==> src/rtl/hex_grid_neighbor_list_generator_core_macros.svh <==
// assertion macros shared by the neighbour list generator
`ifndef HEX_GRID_NEIGHBOR_LIST_GENERATOR_CORE_MACROS_SVH
`define HEX_GRID_NEIGHBOR_LIST_GENERATOR_CORE_MACROS_SVH
`ifndef SYNTH
`define HGNL_ASSERT_IMP(name, ante, cons, msg) \
  name: assert property (@(posedge clk) disable iff (rst) (ante) |-> (cons)) else $error(msg);
`define HGNL_ASSERT_NXT(name, ante, cons, msg) \
  name: assert property (@(posedge clk) disable iff (rst) (ante) |=> (cons)) else $error(msg);
`else
`define HGNL_ASSERT_IMP(name, ante, cons, msg)
`define HGNL_ASSERT_NXT(name, ante, cons, msg)
`endif
`endif

==> src/rtl/hgnl_pkg.sv <==
// shared types and constants of the grid neighbour list generator
`timescale 1ns / 1ps
package hgnl_pkg;

  localparam int unsigned IDX_W      = 8;
  localparam int unsigned ID_W       = 24;
  localparam int unsigned ROW_W      = 29;
  localparam int unsigned STEP_W     = 32;
  localparam int unsigned POS_W      = 40;
  localparam int unsigned CNT_W      = 5;
  localparam int unsigned CFG_IDX_W  = 3;
  localparam int unsigned CFG_DATA_W = 32;

  localparam logic [CFG_IDX_W-1:0] REG_CELLS_X = 3'd0;
  localparam logic [CFG_IDX_W-1:0] REG_CELLS_Y = 3'd1;
  localparam logic [CFG_IDX_W-1:0] REG_CELLS_Z = 3'd2;
  localparam logic [CFG_IDX_W-1:0] REG_STEP_X  = 3'd3;
  localparam logic [CFG_IDX_W-1:0] REG_STEP_Y  = 3'd4;
  localparam logic [CFG_IDX_W-1:0] REG_STEP_Z  = 3'd5;

  typedef struct packed {
    logic [IDX_W-1:0]  nx;
    logic [IDX_W-1:0]  ny;
    logic [IDX_W-1:0]  nz;
    logic [STEP_W-1:0] step_x;
    logic [STEP_W-1:0] step_y;
    logic [STEP_W-1:0] step_z;
  } grid_cfg_t;

  // one node handed from the front to the back
  typedef struct packed {
    logic [IDX_W-1:0] i;
    logic [IDX_W-1:0] j;
    logic [IDX_W-1:0] k;
    logic [ROW_W-1:0] row_start;
    logic [CNT_W-1:0] count;
    logic             final_node;
  } node_job_t;

  // number of in-bounds positions along one axis: 1, 2 or 3
  function automatic logic [1:0] axis_span(input logic [IDX_W-1:0] idx,
                                           input logic [IDX_W-1:0] n);
    logic [1:0] s;
    s = 2'd1;
    if (idx != '0) s = s + 2'd1;
    if (idx < n)   s = s + 2'd1;
    return s;
  endfunction

endpackage

==> src/rtl/hgnl_queue.sv <==
// small register queue carrying node jobs from front to back
`timescale 1ns / 1ps
module hgnl_queue #(
  parameter int unsigned DEPTH = 2
) (
  input  logic                clk,
  input  logic                rst,
  input  logic                push,
  input  hgnl_pkg::node_job_t din,
  output logic                not_full,
  input  logic                take,
  output logic                not_empty,
  output hgnl_pkg::node_job_t dout
);
  import hgnl_pkg::*;

  localparam int unsigned PTR_W = (DEPTH > 1) ? $clog2(DEPTH) : 1;
  localparam int unsigned FILL_W = $clog2(DEPTH + 1);

  node_job_t         slots [DEPTH];
  logic [PTR_W-1:0]  rd_ptr;
  logic [PTR_W-1:0]  wr_ptr;
  logic [FILL_W-1:0] fill;
  logic              do_push;
  logic              do_pop;

  assign not_full  = (fill != FILL_W'(DEPTH));
  assign not_empty = (fill != '0);
  assign do_push   = push && not_full;
  assign do_pop    = take && not_empty;
  assign dout      = slots[rd_ptr];

  always_ff @(posedge clk) begin
    if (do_push) begin
      slots[wr_ptr] <= din;
    end
  end

  always_ff @(posedge clk) begin
    if (rst) begin
      rd_ptr <= '0;
      wr_ptr <= '0;
      fill   <= '0;
    end else begin
      if (do_push) begin
        wr_ptr <= (wr_ptr == PTR_W'(DEPTH - 1)) ? '0 : wr_ptr + PTR_W'(1);
      end
      if (do_pop) begin
        rd_ptr <= (rd_ptr == PTR_W'(DEPTH - 1)) ? '0 : rd_ptr + PTR_W'(1);
      end
      if (do_push && !do_pop) begin
        fill <= fill + FILL_W'(1);
      end else if (do_pop && !do_push) begin
        fill <= fill - FILL_W'(1);
      end
    end
  end

endmodule

==> src/rtl/hgnl_front.sv <==
// walk front: takes advance beats, keeps the node walk and row offset
`timescale 1ns / 1ps
module hgnl_front (
  input  logic                clk,
  input  logic                rst,
  input  logic                in_valid,
  output logic                in_ready,
  input  logic                restart,
  input  hgnl_pkg::grid_cfg_t cfg,
  output logic                push,
  output hgnl_pkg::node_job_t job,
  input  logic                q_not_full
);
  import hgnl_pkg::*;

  logic [IDX_W-1:0] walk_i;
  logic [IDX_W-1:0] walk_j;
  logic [IDX_W-1:0] walk_k;
  logic [ROW_W-1:0] entry_cursor;

  logic             wrap;
  logic [IDX_W-1:0] ci;
  logic [IDX_W-1:0] cj;
  logic [IDX_W-1:0] ck;
  logic [ROW_W-1:0] cursor;
  logic [3:0]       span_xy;
  logic [5:0]       span_xyz;
  logic [CNT_W-1:0] count;
  logic             final_node;

  assign in_ready = q_not_full;
  assign push     = in_valid && q_not_full;

  always_comb begin
    // a walk left outside the grid by a new size restarts as well
    wrap     = restart || (walk_i > cfg.nx) || (walk_j > cfg.ny) || (walk_k > cfg.nz);
    ci       = wrap ? '0 : walk_i;
    cj       = wrap ? '0 : walk_j;
    ck       = wrap ? '0 : walk_k;
    cursor   = wrap ? '0 : entry_cursor;
    span_xy  = {2'b00, axis_span(ci, cfg.nx)} * {2'b00, axis_span(cj, cfg.ny)};
    span_xyz = {2'b00, span_xy} * {4'b0000, axis_span(ck, cfg.nz)};
    count    = CNT_W'(span_xyz - 6'd1);
    final_node = (ci == cfg.nx) && (cj == cfg.ny) && (ck == cfg.nz);

    job.i          = ci;
    job.j          = cj;
    job.k          = ck;
    job.row_start  = cursor;
    job.count      = count;
    job.final_node = final_node;
  end

  always_ff @(posedge clk) begin
    if (rst) begin
      walk_i       <= '0;
      walk_j       <= '0;
      walk_k       <= '0;
      entry_cursor <= '0;
    end else if (push) begin
      if (final_node) begin
        walk_i       <= '0;
        walk_j       <= '0;
        walk_k       <= '0;
        entry_cursor <= '0;
      end else begin
        entry_cursor <= cursor + {{(ROW_W-CNT_W){1'b0}}, count};
        if (ci < cfg.nx) begin
          walk_i <= ci + IDX_W'(1);
          walk_j <= cj;
          walk_k <= ck;
        end else if (cj < cfg.ny) begin
          walk_i <= '0;
          walk_j <= cj + IDX_W'(1);
          walk_k <= ck;
        end else begin
          walk_i <= '0;
          walk_j <= '0;
          walk_k <= ck + IDX_W'(1);
        end
      end
    end
  end

endmodule

==> src/rtl/hgnl_back.sv <==
// emit back: per node index setup, then a sweep of the 27 stencil offsets
`timescale 1ns / 1ps
module hgnl_back (
  input  logic                        clk,
  input  logic                        rst,
  input  hgnl_pkg::grid_cfg_t         cfg,
  input  logic                        q_not_empty,
  output logic                        q_take,
  input  hgnl_pkg::node_job_t         job,
  output logic                        out_valid,
  input  logic                        out_ready,
  output logic [hgnl_pkg::ID_W-1:0]   node_id,
  output logic [hgnl_pkg::ID_W-1:0]   neighbor_id,
  output logic [hgnl_pkg::ROW_W-1:0]  row_start,
  output logic                        is_constrained,
  output logic [hgnl_pkg::POS_W-1:0]  pos_x,
  output logic [hgnl_pkg::POS_W-1:0]  pos_y,
  output logic [hgnl_pkg::POS_W-1:0]  pos_z,
  output logic                        last_of_node,
  output logic                        last_of_mesh
);
  import hgnl_pkg::*;

  localparam logic [1:0] ST_IDLE  = 2'd0;
  localparam logic [1:0] ST_SETUP = 2'd1;
  localparam logic [1:0] ST_NODE  = 2'd2;
  localparam logic [1:0] ST_SWEEP = 2'd3;

  localparam logic [1:0] OFF_NEG = 2'd0;
  localparam logic [1:0] OFF_MID = 2'd1;
  localparam logic [1:0] OFF_POS = 2'd2;

  logic [1:0]       state;
  logic [1:0]       state_next;
  node_job_t        cur;
  logic [15:0]      col_base;
  logic [16:0]      plane;
  logic [ID_W-1:0]  node_reg;
  logic [POS_W-1:0] px;
  logic [POS_W-1:0] py;
  logic [POS_W-1:0] pz;
  logic [1:0]       ox;
  logic [1:0]       oy;
  logic [1:0]       oz;
  logic [CNT_W-1:0] emitted;

  logic [8:0]       row_len;
  logic [8:0]       col_len;
  logic [17:0]      col_prod;
  logic [17:0]      plane_prod;
  logic [24:0]      node_prod;
  logic             off_valid;
  logic             out_free;
  logic             emit;
  logic             adv;
  logic             at_end;
  logic             is_last;
  logic [ID_W-1:0]  dx_term;
  logic [ID_W-1:0]  dy_term;
  logic [ID_W-1:0]  dz_term;
  logic [ID_W-1:0]  nbr;

  function automatic logic axis_ok(input logic [1:0] code, input logic [IDX_W-1:0] idx,
                                   input logic [IDX_W-1:0] n);
    logic ok;
    unique case (code)
      OFF_NEG: ok = (idx != '0);
      OFF_MID: ok = 1'b1;
      OFF_POS: ok = (idx != n);
      default: ok = 1'b0;
    endcase
    return ok;
  endfunction

  assign q_take = (state == ST_IDLE);

  always_comb begin
    row_len    = {1'b0, cfg.nx} + 9'd1;
    col_len    = {1'b0, cfg.ny} + 9'd1;
    col_prod   = col_len * {1'b0, cur.k};
    plane_prod = row_len * col_len;
    node_prod  = row_len * col_base;

    off_valid = axis_ok(ox, cur.i, cfg.nx) && axis_ok(oy, cur.j, cfg.ny) &&
                axis_ok(oz, cur.k, cfg.nz) &&
                !((ox == OFF_MID) && (oy == OFF_MID) && (oz == OFF_MID));
    out_free  = !out_valid || out_ready;
    emit      = (state == ST_SWEEP) && off_valid && out_free;
    adv       = (state == ST_SWEEP) && (!off_valid || out_free);
    at_end    = (ox == OFF_POS) && (oy == OFF_POS) && (oz == OFF_POS);
    is_last   = (emitted == CNT_W'(cur.count - CNT_W'(1)));

    unique case (ox)
      OFF_NEG: dx_term = '1;
      OFF_POS: dx_term = ID_W'(1);
      default: dx_term = '0;
    endcase
    unique case (oy)
      OFF_NEG: dy_term = '0 - {{(ID_W-9){1'b0}}, row_len};
      OFF_POS: dy_term = {{(ID_W-9){1'b0}}, row_len};
      default: dy_term = '0;
    endcase
    unique case (oz)
      OFF_NEG: dz_term = '0 - {{(ID_W-17){1'b0}}, plane};
      OFF_POS: dz_term = {{(ID_W-17){1'b0}}, plane};
      default: dz_term = '0;
    endcase
    // neighbour index as an offset from the node, wrapping like the index
    nbr = node_reg + dx_term + dy_term + dz_term;

    state_next = state;
    unique case (state)
      ST_IDLE: begin
        if (q_not_empty) begin
          state_next = (job.count != '0) ? ST_SETUP : ST_IDLE;
        end
      end
      ST_SETUP: state_next = ST_NODE;
      ST_NODE:  state_next = ST_SWEEP;
      ST_SWEEP: begin
        if ((emit && is_last) || (adv && at_end)) begin
          state_next = ST_IDLE;
        end
      end
      default: state_next = ST_IDLE;
    endcase
  end

  always_ff @(posedge clk) begin
    if (rst) begin
      state   <= ST_IDLE;
      ox      <= OFF_NEG;
      oy      <= OFF_NEG;
      oz      <= OFF_NEG;
      emitted <= '0;
    end else begin
      state <= state_next;
      if (state == ST_NODE) begin
        ox      <= OFF_NEG;
        oy      <= OFF_NEG;
        oz      <= OFF_NEG;
        emitted <= '0;
      end else if (adv) begin
        if (emit) begin
          emitted <= emitted + CNT_W'(1);
        end
        if (ox == OFF_POS) begin
          ox <= OFF_NEG;
          if (oy == OFF_POS) begin
            oy <= OFF_NEG;
            oz <= oz + 2'd1;
          end else begin
            oy <= oy + 2'd1;
          end
        end else begin
          ox <= ox + 2'd1;
        end
      end
    end
  end

  // per node setup, one multiply deep per cycle
  always_ff @(posedge clk) begin
    if ((state == ST_IDLE) && q_not_empty) begin
      cur <= job;
    end
    if (state == ST_SETUP) begin
      col_base <= col_prod[15:0] + {8'b0, cur.j};
      plane    <= plane_prod[16:0];
      px       <= {{(POS_W-IDX_W){1'b0}}, cur.i} * {{(POS_W-STEP_W){1'b0}}, cfg.step_x};
      py       <= {{(POS_W-IDX_W){1'b0}}, cur.j} * {{(POS_W-STEP_W){1'b0}}, cfg.step_y};
      pz       <= {{(POS_W-IDX_W){1'b0}}, cur.k} * {{(POS_W-STEP_W){1'b0}}, cfg.step_z};
    end
    if (state == ST_NODE) begin
      node_reg <= node_prod[ID_W-1:0] + {{(ID_W-IDX_W){1'b0}}, cur.i};
    end
  end

  always_ff @(posedge clk) begin
    if (rst) begin
      out_valid <= 1'b0;
    end else if (emit) begin
      out_valid <= 1'b1;
    end else if (out_ready) begin
      out_valid <= 1'b0;
    end
  end

  always_ff @(posedge clk) begin
    if (emit) begin
      node_id        <= node_reg;
      neighbor_id    <= nbr;
      row_start      <= cur.row_start;
      is_constrained <= (cur.i == '0);
      pos_x          <= px;
      pos_y          <= py;
      pos_z          <= pz;
      last_of_node   <= is_last;
      last_of_mesh   <= is_last && cur.final_node;
    end
  end

endmodule

==> src/rtl/hex_grid_neighbor_list_generator_core.sv <==
// top level of the structured grid 26-neighbour adjacency generator
//
//   channel | direction | handshake            | beat carries
//   --------+-----------+----------------------+---------------------------------------
//   in      | into core | in_valid / in_ready  | restart
//   out     | from core | out_valid / out_ready| node, neighbour, offset, coords, flags
//   cfg     | into core | cfg_valid / cfg_ready| cfg_index, cfg_data
//
// the front takes one advance beat per cycle, while the queue has room, into a short job
// queue; the back runs index setup per node (ST_SETUP, ST_NODE), then one stencil offset
// per clock while the output is not stalled; a node with no neighbours (a grid of a single node) is skipped.
// synchronous reset: walk at node zero, offset zero, registers at their defaults.
// a stalled output holds the sweep; a full queue drops in_ready. cfg_ready is always high.
`timescale 1ns / 1ps
module hex_grid_neighbor_list_generator_core #(
  parameter int unsigned MAX_CELLS   = 255,
  parameter int unsigned QUEUE_DEPTH = 2
) (
  input  logic                              clk,
  input  logic                              rst,
  input  logic                              in_valid,
  output logic                              in_ready,
  input  logic                              restart,
  output logic                              out_valid,
  input  logic                              out_ready,
  output logic [hgnl_pkg::ID_W-1:0]         node_id,
  output logic [hgnl_pkg::ID_W-1:0]         neighbor_id,
  output logic [hgnl_pkg::ROW_W-1:0]        row_start,
  output logic                              is_constrained,
  output logic [hgnl_pkg::POS_W-1:0]        pos_x,
  output logic [hgnl_pkg::POS_W-1:0]        pos_y,
  output logic [hgnl_pkg::POS_W-1:0]        pos_z,
  output logic                              last_of_node,
  output logic                              last_of_mesh,
  input  logic                              cfg_valid,
  output logic                              cfg_ready,
  input  logic [hgnl_pkg::CFG_IDX_W-1:0]    cfg_index,
  input  logic [hgnl_pkg::CFG_DATA_W-1:0]   cfg_data
);
  import hgnl_pkg::*;
  `include "hex_grid_neighbor_list_generator_core_macros.svh"

  localparam int unsigned CELL_LIM = (MAX_CELLS > 255) ? 255 : MAX_CELLS;

  logic [IDX_W-1:0]  cells_x;
  logic [IDX_W-1:0]  cells_y;
  logic [IDX_W-1:0]  cells_z;
  logic [STEP_W-1:0] step_x;
  logic [STEP_W-1:0] step_y;
  logic [STEP_W-1:0] step_z;
  grid_cfg_t         grid;
  logic              q_push;
  logic              q_not_full;
  logic              q_not_empty;
  logic              q_take;
  node_job_t         job_in;
  node_job_t         job_out;

  assign cfg_ready = 1'b1;

  always_ff @(posedge clk) begin
    if (rst) begin
      cells_x <= IDX_W'(1);
      cells_y <= IDX_W'(1);
      cells_z <= IDX_W'(1);
      step_x  <= STEP_W'(65536);
      step_y  <= STEP_W'(65536);
      step_z  <= STEP_W'(65536);
    end else if (cfg_valid && cfg_ready) begin
      unique case (cfg_index)
        REG_CELLS_X: cells_x <= cfg_data[IDX_W-1:0];
        REG_CELLS_Y: cells_y <= cfg_data[IDX_W-1:0];
        REG_CELLS_Z: cells_z <= cfg_data[IDX_W-1:0];
        REG_STEP_X:  step_x  <= cfg_data[STEP_W-1:0];
        REG_STEP_Y:  step_y  <= cfg_data[STEP_W-1:0];
        REG_STEP_Z:  step_z  <= cfg_data[STEP_W-1:0];
        default: ;
      endcase
    end
  end

  // cell counts saturate at the grid limit
  always_comb begin
    grid.nx     = (cells_x > IDX_W'(CELL_LIM)) ? IDX_W'(CELL_LIM) : cells_x;
    grid.ny     = (cells_y > IDX_W'(CELL_LIM)) ? IDX_W'(CELL_LIM) : cells_y;
    grid.nz     = (cells_z > IDX_W'(CELL_LIM)) ? IDX_W'(CELL_LIM) : cells_z;
    grid.step_x = step_x;
    grid.step_y = step_y;
    grid.step_z = step_z;
  end

  hgnl_front u_front (
    .clk        (clk),
    .rst        (rst),
    .in_valid   (in_valid),
    .in_ready   (in_ready),
    .restart    (restart),
    .cfg        (grid),
    .push       (q_push),
    .job        (job_in),
    .q_not_full (q_not_full)
  );

  hgnl_queue #(
    .DEPTH (QUEUE_DEPTH)
  ) u_queue (
    .clk       (clk),
    .rst       (rst),
    .push      (q_push),
    .din       (job_in),
    .not_full  (q_not_full),
    .take      (q_take),
    .not_empty (q_not_empty),
    .dout      (job_out)
  );

  hgnl_back u_back (
    .clk            (clk),
    .rst            (rst),
    .cfg            (grid),
    .q_not_empty    (q_not_empty),
    .q_take         (q_take),
    .job            (job_out),
    .out_valid      (out_valid),
    .out_ready      (out_ready),
    .node_id        (node_id),
    .neighbor_id    (neighbor_id),
    .row_start      (row_start),
    .is_constrained (is_constrained),
    .pos_x          (pos_x),
    .pos_y          (pos_y),
    .pos_z          (pos_z),
    .last_of_node   (last_of_node),
    .last_of_mesh   (last_of_mesh)
  );

  `HGNL_ASSERT_IMP(a_mesh_end_ends_node, out_valid && last_of_mesh, last_of_node, "mesh end early")
  `HGNL_ASSERT_IMP(a_no_self_edge, out_valid, node_id != neighbor_id, "self neighbour")
  `HGNL_ASSERT_IMP(a_constrained_at_origin, out_valid && is_constrained, pos_x == '0, "x set")
  `HGNL_ASSERT_NXT(a_queue_holds_push, q_push && !(q_take && q_not_empty), q_not_empty, "lost")

endmodule
==> config.mk <==
export PLATFORM = sky130hd
export DESIGN_NAME = hex_grid_neighbor_list_generator_core
export DESIGN_NICKNAME = d
export VERILOG_FILES = /design/src/rtl/hgnl_pkg.sv /design/src/rtl/hgnl_queue.sv /design/src/rtl/hgnl_front.sv /design/src/rtl/hgnl_back.sv /design/src/rtl/hex_grid_neighbor_list_generator_core.sv
export VERILOG_INCLUDE_DIRS = /design/src /design/src/rtl
export SDC_FILE = /design/constraint.sdc
export NUM_CORES = 2
export LEC_CHECK = 0
export BUFFER_PORTS_ARGS = -buffer_cell sky130_fd_sc_hd__buf_2
export CAP_MARGIN = 20
export CORE_ASPECT_RATIO = 1.5
export CORE_UTILIZATION = 53
export DETAILED_ROUTE_END_ITERATION = 6
export HOLD_SLACK_MARGIN = 0.05
export PLACE_DENSITY_LB_ADDON = 0.25
export SLEW_MARGIN = 15
export SYNTH_ARGS = -nofsm -noshare
export SYNTH_HDL_FRONTEND = slang
export SYNTH_SLANG_ARGS = --single-unit
==> constraint.sdc <==
create_clock -name clk -period 11 [get_ports clk]
set_input_delay 1.1 -clock clk [delete_from_list [all_inputs] [get_ports clk]]
set_output_delay 1.1 -clock clk [all_outputs]
set_load 0.01 [all_outputs]
==> flow_summary.json <==
{
  "status": "complete, no violations",
  "grtUsageTotal_pct": 26.3,
  "post_cts_resized": 0,
  "areaGrowthSynthToFinish_pct": 8.30,
  "clock_sinks": 746,
  "core.rowCount": 154,
  "cp-start-kind": "flop",
  "worst-endpoint-required_ns": 11.56,
  "wire_per_inst_microns": 19.5,
  "hold_class": "reg2reg",
  "min_to": "u_back.pos_y[39]$_DFFE_PP_",
  "avgSynthCellArea_sq_um": 10.2,
  "ys_ff_latch": 746,
  "synth_cell_types": 97,
  "grt_max_degree": 143,
  "setup_ws_ns": 2.44,
  "drv_cap": 0,
  "die-area_sq_um": 121000,
  "synthMuxAreaShare_pct": 1.13,
  "drc_errors": 0,
  "firstDrtPassIters": 6,
  "fin_skew_ns": 0.0470,
  "endpoint_kind": "flop",
  "fin_setup_tns_ns": 0,
  "clkTransAtPathRegs_ns": 0.07,
  "cts_hold_buf": 0,
  "p_switching_w": 0.00450,
  "die_y_microns": 425,
  "cpPeakStageDelay_ns": 0.76,
  "nets": 7511,
  "routed_wl_microns": 154000,
  "initial_core_util_pct": 53.6,
  "antenna_left": 0,
  "place_ws_ns": 2.47,
  "wl_met1_microns": 58400,
  "io_pins": 244,
  "wl_met2_microns": 80900,
  "yosys_warnings": 0,
  "setup_viol": 0,
  "clockBufferDepth": 3,
  "wl_met3_microns": 8200,
  "die_w_microns": 284,
  "r2r_slack_ns": 2.44,
  "routed_via_density": 5.54,
  "drt-initial-drc-count": 2573,
  "hold_depth": 0,
  "ir_worst_vdd_uv": 144,
  "vias": 43800,
  "seq_power_share_pct": 36.4,
  "port-buffer-count": 242,
  "ys_dominant_reg_cell": "edfxtp_1",
  "p_int_w": 0.00712,
  "cts_tree": "yes",
  "first_global_vias": 46300,
  "grt_pass1_wl_microns": 247000,
  "gp_congestion": 0.893,
  "yosys.area_share.simple_pct": 15.6,
  "grt_setup_unrepaired": "no",
  "crit_arrival_ns": 9.12,
  "report.final.slew_viol_count": 0,
  "synth_nets": 7428,
  "synth-compound-area-share_pct": 7.54,
  "cts_root_buf": "clkbuf_16",
  "max_flop_register": "u_queue.slots",
  "final_hold_viol_count": 0,
  "largest_reg_flops": 118,
  "whs_ns": 0.412,
  "hp-start": "u_back.py[39]$_DFFE_PN_",
  "worst-setup-path-type": "reg2reg",
  "critPathMaxFanout": 31,
  "grt_overflow": 0,
  "reg2reg_depth": 37,
  "postCtsSetupBuffers": 0,
  "crit_slowest_cell": "nor3_4",
  "clock_latency_ns": 0.71,
  "comb_power_share_pct": 39.7,
  "finalCriticalPeriod_ns": 8.56,
  "reg_top3": "u_queue.slots (118), u_back.cur (59)",
  "min_period_over_period_pct": 77.9,
  "p_leak_nw": 28.7,
  "numCtsBuffers": 77,
  "drive_above_1_share_pct": 8.96,
  "highest_layer": "met5",
  "dp_hpwl_microns": 116000,
  "synthArstFlopShare_pct": 0,
  "cts_htree_levels": 3,
  "synthXorXnorAreaFrac_pct": 3.38,
  "r2r_start": "cells_y[1]$_SDFFE_PP0P_",
  "num-fill-cells": 10300,
  "switching_share_pct": 38.7,
  "power.density_nw_per_um2": 170,
  "yosysSeqAreaShare_pct": 32.4,
  "netlist_area_sq_um": 63200,
  "synth_edf_count": 554,
  "crit_top_cell": "ha_1",
  "tightest_slew_ns": 1.12,
  "slew_headroom_pct": 24.9,
  "p_clk_share_pct": 24.0,
  "clock.fmax_mhz": 117,
  "synthCells": 6179,
  "synthAdderAreaFrac_pct": 33.2,
  "core_sq_um": 118000,
  "antenna_found_initial": 20,
  "worstReg2RegEnd": "u_front.entry_cursor[28]$_SDFFE_PP0P_",
  "synth_top_family_by_area": "adder cells"
}
power by group through the flow:
stage                     combinational (W)  sequential [W]  clock [W]
after detailed placement            0.00458         0.00428          0
after floorplan                     0.00328         0.00417          0
after CTS                           0.00463         0.00423    0.00284
after global routing                0.00513         0.00428    0.00294
after global placement              0.00450         0.00427          0
final                               0.00461         0.00423    0.00278
Yosys cell counts, types with 13 or more instances:
library cell	count	share of area, %
nor2_1	187	1.1
nand3b_1	16	0.19
or3_1	25	0.25
and3_1	33	0.33
a21o_1	87	1.0
or2_2	13	0.13
fa_1	783	25
nand2b_1	65	0.64
ha_1	425	8.4
nor2b_1	44	0.44
dfxtp_1	192	6.1
and2_1	462	4.6
nand3_1	71	0.56
nor4_1	15	0.15
buf_1	77	0.46
o31ai_1	13	0.15
xnor2_1	166	2.3
edfxtp_1	554	26
o21ai_0	141	1.1
o21bai_1	21	0.25
inv_1	816	4.8
xor2_1	78	1.1
o21a_1	31	0.37
nand4_1	39	0.39
o21ai_1	13	0.10
a21oi_1	299	2.4
a31oi_1	14	0.14
nor3_1	50	0.40
nand2_1	965	5.7
a211oi_1	20	0.24
mux2_2	60	1.1
clkbuf_1	210	1.2
layout by cell type, fill, tap and decap left out, types with 16 or more instances in the layout:
cell       Yosys  final
a211oi_1      20     20
a21o_1        87     87
a21oi_1      299    299
and2_1       462    462
and3_1        33     31
buf_2          9    241
buf_4          3     64
clkbuf_1     210     17
clkbuf_16      0     77
dfxtp_1      192    191
edfxtp_1     554    554
fa_1         783    783
ha_1         425    424
inv_1        816    815
mux2_2        60     60
nand2_1      965    965
nand2b_1      65     65
nand3_1       71     71
nand3b_1      16     16
nand4_1       39     39
nor2_1       187    185
nor2b_1       44     44
nor3_1        50     50
o21a_1        31     31
o21ai_0      141    141
o21bai_1      21     21
or3_1         25     25
xnor2_1      166    165
xor2_1        78     77
per-layer routing:
metal,global-route usage (%),vias to the layer above
met5,0,-
met4,12.6,6
met3,3.64,343
met2,47.8,1212
met1,30.4,22100
li1,-,20200
logic make-up after synthesis:
group,count (synthesis)
other,1
AO/OA/AOI/OAI,760
adder cells (fa/ha/maj),1208
multiplexers,64
XOR/XNOR,244
AND/OR/NAND/NOR,2034
buffers and inverters,1122
flip-flops,746
critical path, delay by kind of cell, from the launching register on:
family | cells | cell delay [ns]
DFF | 1 | 0.45
AOI/OAI and AO/OA | 15 | 2.25
adders and majority gates | 7 | 2.23
buffers and inverters | 4 | 0.81
and+or+nand+nor | 11 | 2.67
stage by stage:
step                      utilization [%]  instances  power, W  instance area, sq um
after global routing                 58.1       7899    0.0123                 68500
after CTS                            58.0       7886    0.0117                 68400
final                                58.1       7901    0.0116                 68500
after detailed placement             55.8       7742   0.00887                 65800
after floorplan                         -       6179   0.00745                 63200
after global placement               55.8       7740   0.00877                 65700
worst max path at each step:
stage | start | to | slack, ns
after global placement | u_front.walk_k[3]$_SDFFE_PP0P_ | u_front.entry_cursor[28]$_SDFFE_PP0P_ | 2.61
after CTS | cells_y[1]$_SDFFE_PP0P_ | u_front.entry_cursor[28]$_SDFFE_PP0P_ | 2.44
after detailed placement | u_front.walk_k[3]$_SDFFE_PP0P_ | u_front.entry_cursor[28]$_SDFFE_PP0P_ | 2.47
after global routing | u_front.walk_k[3]$_SDFFE_PP0P_ | u_front.entry_cursor[28]$_SDFFE_PP0P_ | 1.64
after floorplan | u_back.oz[0]$_SDFFE_PP0P_ | u_back.emitted[3]$_SDFFE_PP0P_ | 2.36
final | cells_y[1]$_SDFFE_PP0P_ | u_front.entry_cursor[28]$_SDFFE_PP0P_ | 2.44
final cells by class:
cell class | count | area (sq um) | area share, %
Antenna cell | 14 | 35.0 | 0.0512
Clock buffer | 97 | 2030 | 2.97
Clock inverter | 47 | 631 | 0.921
Inverter | 817 | 3070 | 4.48
Multi-Input combinational cell | 4311 | 38500 | 56.3
Sequential cell | 746 | 20500 | 29.9
Tap cell | 1560 | 1950 | 2.85
Timing Repair Buffer | 309 | 1750 | 2.55
Note: power is estimated with default switching activity, not from simulation.
